$ cat config.mk
export PLATFORM = sky130hd
export DESIGN_NAME = integer_radix_converter_core
export DESIGN_NICKNAME = d
export VERILOG_FILES = /design/src/sv/irc_pkg.sv /design/src/sv/irc_digit_div.sv /design/src/sv/integer_radix_converter_core.sv
export SDC_FILE = /design/constraint.sdc
export NUM_CORES = 1
export LEC_CHECK = 0
export BUFFER_PORTS_ARGS = -buffer_cell sky130_fd_sc_hd__buf_2
export CORE_ASPECT_RATIO = 1.75
export CORE_MARGIN = 2
export CORE_UTILIZATION = 54
export CTS_BUF_LIST = sky130_fd_sc_hd__clkbuf_8
export DETAILED_ROUTE_END_ITERATION = 7
export GPL_ROUTABILITY_DRIVEN = 0
export GPL_TIMING_DRIVEN = 0
export PLACE_DENSITY = 0.81
export RECOVER_POWER = 50
export SYNTH_ARGS = -nofsm -noshare
export SYNTH_HDL_FRONTEND = slang
export SYNTH_SLANG_ARGS = --single-unit
$ cat constraint.sdc
create_clock -name clk -period 23.9 [get_ports clk]
set_clock_uncertainty 0.1 [all_clocks]
set_input_delay 1.195 -clock clk [delete_from_list [all_inputs] [get_ports clk]]
set_output_delay 1.195 -clock clk [all_outputs]
set_load 0.05 [all_outputs]
$ cat src/sv/irc_pkg.sv
// Shared types, constants and character helpers for the radix converter.
`timescale 1ns / 1ps

package irc_pkg;

	localparam int VALUE_BITS = 32;
	localparam int MAX_DIGITS = 32;
	localparam int DIGIT_W    = 4;
	localparam int BASE_W     = 5;
	localparam int NIBBLES    = VALUE_BITS / DIGIT_W;
	localparam int COUNT_W    = $clog2(MAX_DIGITS + 1);
	localparam int NIB_CNT_W  = $clog2(NIBBLES);
	localparam int MUL_CNT_W  = $clog2(BASE_W);
	localparam int STACK_W    = MAX_DIGITS * DIGIT_W;
	localparam int CFG_IDX_W  = 1;

	localparam logic [CFG_IDX_W-1:0] REG_SOURCE_BASE = 1'd0;
	localparam logic [CFG_IDX_W-1:0] REG_TARGET_BASE = 1'd1;

	localparam logic [7:0] CHAR_ZERO  = 8'd48;
	localparam logic [7:0] CHAR_NINE  = 8'd57;
	localparam logic [7:0] CHAR_A     = 8'h41;
	localparam logic [7:0] CHAR_F     = 8'h46;
	localparam logic [7:0] CHAR_MINUS = 8'h2D;

	localparam logic [BASE_W-1:0] BASE_MIN = 5'd2;
	localparam logic [BASE_W-1:0] BASE_MAX = 5'd16;

	typedef struct packed {
		logic [7:0] digit_char;
		logic       last_char;
	} in_t;

	typedef struct packed {
		logic [7:0] out_char;
		logic       out_last;
	} out_t;

	function automatic logic [BASE_W-1:0] clamp_base(input logic [BASE_W-1:0] b);
		if (b < BASE_MIN) begin
			return BASE_MIN;
		end else if (b > BASE_MAX) begin
			return BASE_MAX;
		end
		return b;
	endfunction

	// Return {is_digit, value}.
	function automatic logic [DIGIT_W:0] digit_value(input logic [7:0] c);
		logic [7:0] d;
		d = 8'd0;
		if (c >= CHAR_ZERO && c <= CHAR_NINE) begin
			d = c - CHAR_ZERO;
			return {1'b1, d[DIGIT_W-1:0]};
		end else if (c >= CHAR_A && c <= CHAR_F) begin
			d = c - CHAR_A + 8'd10;
			return {1'b1, d[DIGIT_W-1:0]};
		end
		return '0;
	endfunction

	function automatic logic [7:0] char_of(input logic [DIGIT_W-1:0] d);
		if (d < 4'd10) begin
			return CHAR_ZERO + {4'd0, d};
		end
		return CHAR_A + {4'd0, d} - 8'd10;
	endfunction

endpackage

$ cat src/sv/irc_digit_div.sv
// One radix-16 step of long division by a small base: four restoring bit steps.
`timescale 1ns / 1ps

module irc_digit_div (
	input  logic [irc_pkg::DIGIT_W-1:0] rem,
	input  logic [irc_pkg::DIGIT_W-1:0] nib,
	input  logic [irc_pkg::BASE_W-1:0]  base,
	output logic [irc_pkg::DIGIT_W-1:0] quot,
	output logic [irc_pkg::DIGIT_W-1:0] rem_next
);

	logic [irc_pkg::BASE_W-1:0] r;

	always_comb begin
		r    = {1'b0, rem};
		quot = '0;
		for (int i = irc_pkg::DIGIT_W - 1; i >= 0; i--) begin
			// r stays below base, so its top bit is free for the shift
			r = {r[irc_pkg::BASE_W-2:0], nib[i]};
			if (r >= base) begin
				r       = r - base;
				quot[i] = 1'b1;
			end
		end
		rem_next = r[irc_pkg::DIGIT_W-1:0];
	end

endmodule

$ cat src/sv/integer_radix_converter_core.sv
// Top level: character parser, serial multiply-add, serial division and digit emitter.
// Flow: a non-digit character is accepted directly; a digit is accepted and then takes
// one shift-add per bit of the 5-bit source base. A last character then goes through
// sign handling and the nibble-serial divider for each output digit (up to
// 32 digits), then one cycle per emitted character while the output is not stalled.
// Reset clears the number state and sets the bases to 10 (source) and 2 (target).
`timescale 1ns / 1ps

module integer_radix_converter_core (
	input  logic                             clk,
	input  logic                             arst_n,
	input  logic                             in_valid,
	output logic                             in_stall,
	input  irc_pkg::in_t                     in_data,
	output logic                             out_valid,
	input  logic                             out_stall,
	output irc_pkg::out_t                    out_data,
	input  logic                             cfg_we,
	input  logic [irc_pkg::CFG_IDX_W-1:0]    cfg_index,
	input  logic [irc_pkg::BASE_W-1:0]       cfg_data
);

	localparam int VB = irc_pkg::VALUE_BITS;
	localparam int DW = irc_pkg::DIGIT_W;

	localparam logic [2:0] ST_IDLE  = 3'd0;
	localparam logic [2:0] ST_MUL   = 3'd1;
	localparam logic [2:0] ST_SIGN  = 3'd2;
	localparam logic [2:0] ST_DIV   = 3'd3;
	localparam logic [2:0] ST_OSIGN = 3'd4;
	localparam logic [2:0] ST_ODIG  = 3'd5;

	logic [2:0]                         state_q;
	logic [irc_pkg::BASE_W-1:0]         src_base_q;
	logic [irc_pkg::BASE_W-1:0]         tgt_base_q;
	logic [VB-1:0]                      acc_q;
	logic                               neg_flag_q;
	logic                               first_q;
	logic                               last_q;
	logic                               sign_q;
	logic [irc_pkg::COUNT_W-1:0]        count_q;
	logic [irc_pkg::NIB_CNT_W-1:0]      nib_cnt_q;
	logic [irc_pkg::MUL_CNT_W-1:0]      mul_cnt_q;
	logic                               out_valid_q;
	logic [VB-1:0]                      prod_q;
	logic [DW-1:0]                      digit_q;
	logic [VB-1:0]                      div_q;
	logic [DW-1:0]                      rem_q;
	logic [irc_pkg::STACK_W-1:0]        stack_q;
	irc_pkg::out_t                      out_data_q;

	logic                               in_acc;
	logic [DW:0]                        dv;
	logic                               is_minus;
	logic [VB-1:0]                      prod_next;
	logic [VB-1:0]                      acc_neg;
	logic                               sign_val;
	logic [VB-1:0]                      mag;
	logic [DW-1:0]                      quot;
	logic [DW-1:0]                      rem_next;
	logic [VB-1:0]                      div_next;
	logic                               nib_done;
	logic                               more_digits;
	logic                               load_ok;
	logic                               load;

	assign in_stall  = (state_q != ST_IDLE);
	assign in_acc    = in_valid && !in_stall;
	assign dv        = irc_pkg::digit_value(in_data.digit_char);
	assign is_minus  = !first_q && (in_data.digit_char == irc_pkg::CHAR_MINUS);

	// Horner step, one base bit per cycle, MSB first; add the digit on the final bit.
	assign prod_next = {prod_q[VB-2:0], 1'b0}
		+ (src_base_q[mul_cnt_q] ? acc_q : '0)
		+ ((mul_cnt_q == '0) ? VB'(digit_q) : '0);

	assign acc_neg  = '0 - acc_q;
	assign sign_val = neg_flag_q ? acc_neg[VB-1] : acc_q[VB-1];
	assign mag      = (sign_val == neg_flag_q) ? acc_q : acc_neg;

	irc_digit_div u_div (
		.rem      (rem_q),
		.nib      (div_q[VB-1 -: DW]),
		.base     (tgt_base_q),
		.quot     (quot),
		.rem_next (rem_next)
	);

	assign div_next    = {div_q[VB-DW-1:0], quot};
	assign nib_done    = (nib_cnt_q == irc_pkg::NIB_CNT_W'(irc_pkg::NIBBLES - 1));
	assign more_digits = (div_next != '0)
		&& (count_q < irc_pkg::COUNT_W'(irc_pkg::MAX_DIGITS - 1));

	assign load_ok = !out_valid_q || !out_stall;
	assign load    = load_ok && (state_q == ST_OSIGN || state_q == ST_ODIG);

	assign out_valid = out_valid_q;
	assign out_data  = out_data_q;

	// Control state.
	always_ff @(posedge clk or negedge arst_n) begin
		if (!arst_n) begin
			state_q     <= ST_IDLE;
			src_base_q  <= 5'd10;
			tgt_base_q  <= 5'd2;
			acc_q       <= '0;
			neg_flag_q  <= 1'b0;
			first_q     <= 1'b0;
			last_q      <= 1'b0;
			sign_q      <= 1'b0;
			count_q     <= '0;
			nib_cnt_q   <= '0;
			mul_cnt_q   <= '0;
			out_valid_q <= 1'b0;
		end else begin
			if (cfg_we) begin
				unique case (cfg_index)
					irc_pkg::REG_SOURCE_BASE: src_base_q <= irc_pkg::clamp_base(cfg_data);
					irc_pkg::REG_TARGET_BASE: tgt_base_q <= irc_pkg::clamp_base(cfg_data);
					default: ;
				endcase
			end

			if (load) begin
				out_valid_q <= 1'b1;
			end else if (!out_stall) begin
				out_valid_q <= 1'b0;
			end

			unique case (state_q)
				ST_IDLE: begin
					if (in_acc) begin
						first_q <= 1'b1;
						last_q  <= in_data.last_char;
						priority if (is_minus) begin
							neg_flag_q <= 1'b1;
							state_q    <= in_data.last_char ? ST_SIGN : ST_IDLE;
						end else if (dv[DW]) begin
							mul_cnt_q <= irc_pkg::MUL_CNT_W'(irc_pkg::BASE_W - 1);
							state_q   <= ST_MUL;
						end else begin
							state_q <= in_data.last_char ? ST_SIGN : ST_IDLE;
						end
					end
				end
				ST_MUL: begin
					mul_cnt_q <= mul_cnt_q - 1'b1;
					if (mul_cnt_q == '0) begin
						acc_q   <= prod_next;
						state_q <= last_q ? ST_SIGN : ST_IDLE;
					end
				end
				ST_SIGN: begin
					sign_q     <= sign_val;
					count_q    <= '0;
					nib_cnt_q  <= '0;
					acc_q      <= '0;
					neg_flag_q <= 1'b0;
					first_q    <= 1'b0;
					state_q    <= ST_DIV;
				end
				ST_DIV: begin
					if (nib_done) begin
						count_q   <= count_q + 1'b1;
						nib_cnt_q <= '0;
						if (!more_digits) begin
							state_q <= sign_q ? ST_OSIGN : ST_ODIG;
						end
					end else begin
						nib_cnt_q <= nib_cnt_q + 1'b1;
					end
				end
				ST_OSIGN: begin
					if (load_ok) begin
						state_q <= ST_ODIG;
					end
				end
				ST_ODIG: begin
					if (load_ok) begin
						count_q <= count_q - 1'b1;
						if (count_q == irc_pkg::COUNT_W'(1)) begin
							state_q <= ST_IDLE;
						end
					end
				end
				default: state_q <= ST_IDLE;
			endcase
		end
	end

	// Datapath registers.
	always_ff @(posedge clk) begin
		unique case (state_q)
			ST_IDLE: begin
				if (in_acc && dv[DW]) begin
					digit_q <= dv[DW-1:0];
					prod_q  <= '0;
				end
			end
			ST_MUL: begin
				prod_q <= prod_next;
			end
			ST_SIGN: begin
				div_q <= mag;
				rem_q <= '0;
			end
			ST_DIV: begin
				div_q <= div_next;
				if (nib_done) begin
					// push the digit; the most significant one ends up on top
					stack_q <= {stack_q[irc_pkg::STACK_W-DW-1:0], rem_next};
					rem_q   <= '0;
				end else begin
					rem_q <= rem_next;
				end
			end
			ST_OSIGN: begin
				if (load_ok) begin
					out_data_q.out_char <= irc_pkg::CHAR_MINUS;
					out_data_q.out_last <= 1'b0;
				end
			end
			ST_ODIG: begin
				if (load_ok) begin
					out_data_q.out_char <= irc_pkg::char_of(stack_q[DW-1:0]);
					out_data_q.out_last <= (count_q == irc_pkg::COUNT_W'(1));
					stack_q             <= {{DW{1'b0}}, stack_q[irc_pkg::STACK_W-1:DW]};
				end
			end
			default: ;
		endcase
	end

endmodule

==> results.py <==
metrics = {
    "power_and_ir_drop": {
        "sw_frac_of_total": 0.418,
        "power_frac_comb": 0.487,
        "clkPwrFrac": 0.143,
        "p_sw_mw": 1.04,
        "peakVddDrop_uv": 107,
        "leakage_nw": 6.92,
        "intPower_mw": 1.46,
        "pwr_density_cell_nw_per_um2": 151,
        "seqPwrFrac": 0.369,
    },
    "worst_setup_path": {
        "required_ps": 24260,
        "worstSetupPathType": "register to register",
        "end_kind": "register",
        "r2r_slack_ps": 16340,
        "start_kind": "register",
        "path_max_fanout": 8,
        "crit_arrival_ps": 7920,
    },
    "synth": {
        "yosysSeqAreaShare": 0.515,
        "synth_edf_count": 207,
        "synth_compound_area_frac": 0.113,
        "synthSimpleGateAreaFrac": 0.204,
        "synth_top_family_by_area": "simple AND/OR/NAND/NOR gates",
        "ys_async_sr_fraction": 0.230,
        "synth_cells": 1570,
        "yosys_most_used_dff": "edfxtp_1",
        "synth_area_leaders": "edfxtp_1 (41%), nand2_1 (11%), dfrtp_1 (9.8%)",
        "avgSynthCellArea_sq_um": 9.61,
        "synth_top_area_cell": "edfxtp_1",
        "muxShareOfSynthArea": 0.0121,
        "synthAdderAreaFrac": 0.0852,
        "syn-cell-area_sq_um": 15100,
        "synth_fp_nets": 1688,
        "ys_types": 65,
        "synth-xor-area-share": 0.0418,
        "synth_top_cell_area_share": 0.412,
        "ys_ff_latch": 269,
        "yosysWarnings": 0,
    },
    "global_route": {
        "grt_max_degree": 63,
        "first_global_vias": 12400,
        "grt.total_usage": 0.245,
        "antenna_found_initial": 0,
        "overflow": 0,
        "grt_pass1_wl_mm": 57.5,
    },
    "die": {
        "die_w_um": 130,
        "dieHeight_um": 225,
        "floorplan.rows": 81,
        "die_area_sq_um": 29400,
        "io_pins": 31,
        "core_area_sq_um": 27800,
        "start_util": 0.544,
    },
    "drt": {
        "drt-vias-per-instance": 5.70,
        "ant_nets": 0,
        "drcViolationCount": 0,
        "via_count": 11700,
        "drt_iter0_drc": 891,
        "wl_mm": 35.0,
        "wire_per_inst_um": 17.1,
        "drt_first_pass_iters": 5,
    },
    "timing": {
        "max_freq_mhz": 132,
        "setup_viol": 0,
        "drv_slew": 94,
        "worst_slew_pin_slew_ps": 3490,
        "rsz0062_at_grt": "false",
        "final-hold-violation-count": 0,
        "relSlewSlack": -1.33,
        "hold_slack_ps": 382,
        "finalCritPeriodShare": 0.316,
        "period_needed_ps": 7560,
        "setup_tns_ps": 0,
    },
    "finish": {
        "fin_area_sq_um": 16600,
        "final_common_cell": "nand2_1",
        "area.growth.synth_to_final_pct": 9.66,
        "final_nets": 1765,
        "final_cell_mix": "nand2_1 (448), edfxtp_1 (207), nor2_1 (105), ha_1 (90), o21ai_0 (89)",
        "drive_gt1_frac": 0.0627,
    },
    "placement": {
        "port_buffers": 29,
        "hpwl_mm": 26.1,
        "postPlaceCellArea_sq_um": 15800,
    },
    "cts": {
        "clock_latency_ps": 570,
        "cts_hold_buf": 0,
        "ctsResizeCount": 0,
        "cts.clk_slew.worst_paths_ps": 70,
        "cts_max_level": 2,
        "cts_buffer_depth": 3,
        "cts_sinks": 269,
        "post-cts-setup-buffers": 0,
        "cts_root_buf": "clkbuf_8",
        "cts-buffers-inserted": 41,
        "cts_tree": "done",
    },
    "outcome": {
        "status": "complete, but fails checks",
        "violations": "max-capacitance violations, max-slew violations",
    },
    "min_path": {
        "hold_class": "register to register",
    },
    "flow_run": {
        "cap_violations": 2,
    },
}
[area by class of cell]
type | instances | area, sq um
clock buffer | 47 | 647
antenna | 1 | 2.50
timing repair buffer | 34 | 229
fill | 2316 | 11200
tap | 373 | 467
clock inverter | 23 | 98.8
inverter | 44 | 165
sequential | 269 | 7770
multi-input combinational | 1189 | 6900
buffer | 68 | 268
[state kept, by name, summed over array words and instances, names as in the netlist]
register	flops
tgt_base_q	5
div_q	32
rem_q	4
out_valid	1
out_data	8
last_q	1
state_q	3
sign_q	1
stack_q	128
count_q	6
src_base_q	5
prod_q	31
first_q	1
mul_cnt_q	3
digit_q	4
neg_flag_q	1
nib_cnt_q	3
acc_q	32
[stage by stage]
stage                     setup WS (ps)   util  instances  total power [mW]
after detailed placement          16490  0.569       1976              2.13
after floorplan                   14790      -       1570              1.80
after CTS                         16430  0.596       2046              2.49
after global routing              16020  0.596       2047              2.69
after global placement            11990  0.566       1972              2.06
final                             16340  0.596       2048              2.50
[routing by layer]
layer / share of wire / wire, um / GRT usage / vias up
met5: 0 / 0 / 0 / -
met4: 0.062 / 2150 / 0.160 / 0
met1: 0.35 / 12200 / 0.237 / 5602
met2: 0.55 / 19200 / 0.467 / 315
li1: - / - / - / 5621
met3: 0.038 / 1340 / 0.0361 / 130
[final timing paths]
| kind | from | to | cells past startpoint |
|---|---|---|---|
| setup reg to reg | tgt_base_q[1] | state_q[2] | 25 |
| hold reg to reg | tgt_base_q[2] | tgt_base_q[2] | 2 |
| hold / removal | tgt_base_q[2] | tgt_base_q[2] | 2 |
| setup / recovery | tgt_base_q[1] | state_q[2] | 25 |
| max in group asynchronous | arst_n | acc_q[26] | 1 |
| min in group asynchronous | arst_n | acc_q[4] | 1 |
[power by group through the flow]
stage,clock network [mW],logic (mW),registers (mW)
2_1_floorplan,0,0.899,0.904
6_report,0.359,1.22,0.924
4_1_cts,0.364,1.21,0.921
5_1_grt,0.385,1.36,0.942
3_3_place_gp,0,1.11,0.951
3_5_place_dp,0,1.20,0.929
[critical path: stages (launching register included)]
cell,delay [ps]
dfstp_2,590
inv_1,190
ha_1,360
a31oi_1,80
o21ai_1,490
mux2_2,430
ha_1,350
a21o_1,130
a31oi_1,40
o21ai_1,620
mux2_2,320
inv_1,50
ha_1,340
a21o_1,140
a31oi_1,50
o21ai_1,560
mux2i_1,380
ha_1,340
a21o_1,180
a31oi_1,140
o21ai_1,220
or4b_1,550
o211ai_1,280
nor2b_1,220
o21ai_1,90
a32o_1,210
[synthesized netlist by cell type, types with 11 or more instances]
library cell  count
nand2_1         449
edfxtp_1        207
nor2_1          105
ha_1             90
o21ai_0          89
a21oi_1          81
dfrtp_1          59
clkbuf_1         57
inv_1            44
and2_1           42
nand3_1          37
xor2_1           35
xnor2_1          32
a21o_1           16
o21ai_1          15
nor3_1           13
nor4_1           13
o31ai_1          12
a31oi_1          11
nand2b_1         11
nand4_1          11
[cell families (layout without fill, tap and decap cells)]
group,after synthesis,count (layout)
AND/OR/NAND/NOR,718,718
AO/OA/AOI/OAI,286,286
flip-flops,269,269
buffers and inverters,112,216
adder cells (fa/ha/maj),98,98
XOR/XNOR,69,69
multiplexers,17,17
other,1,2
No activity file was read; power rests on OpenSTA's default activity.
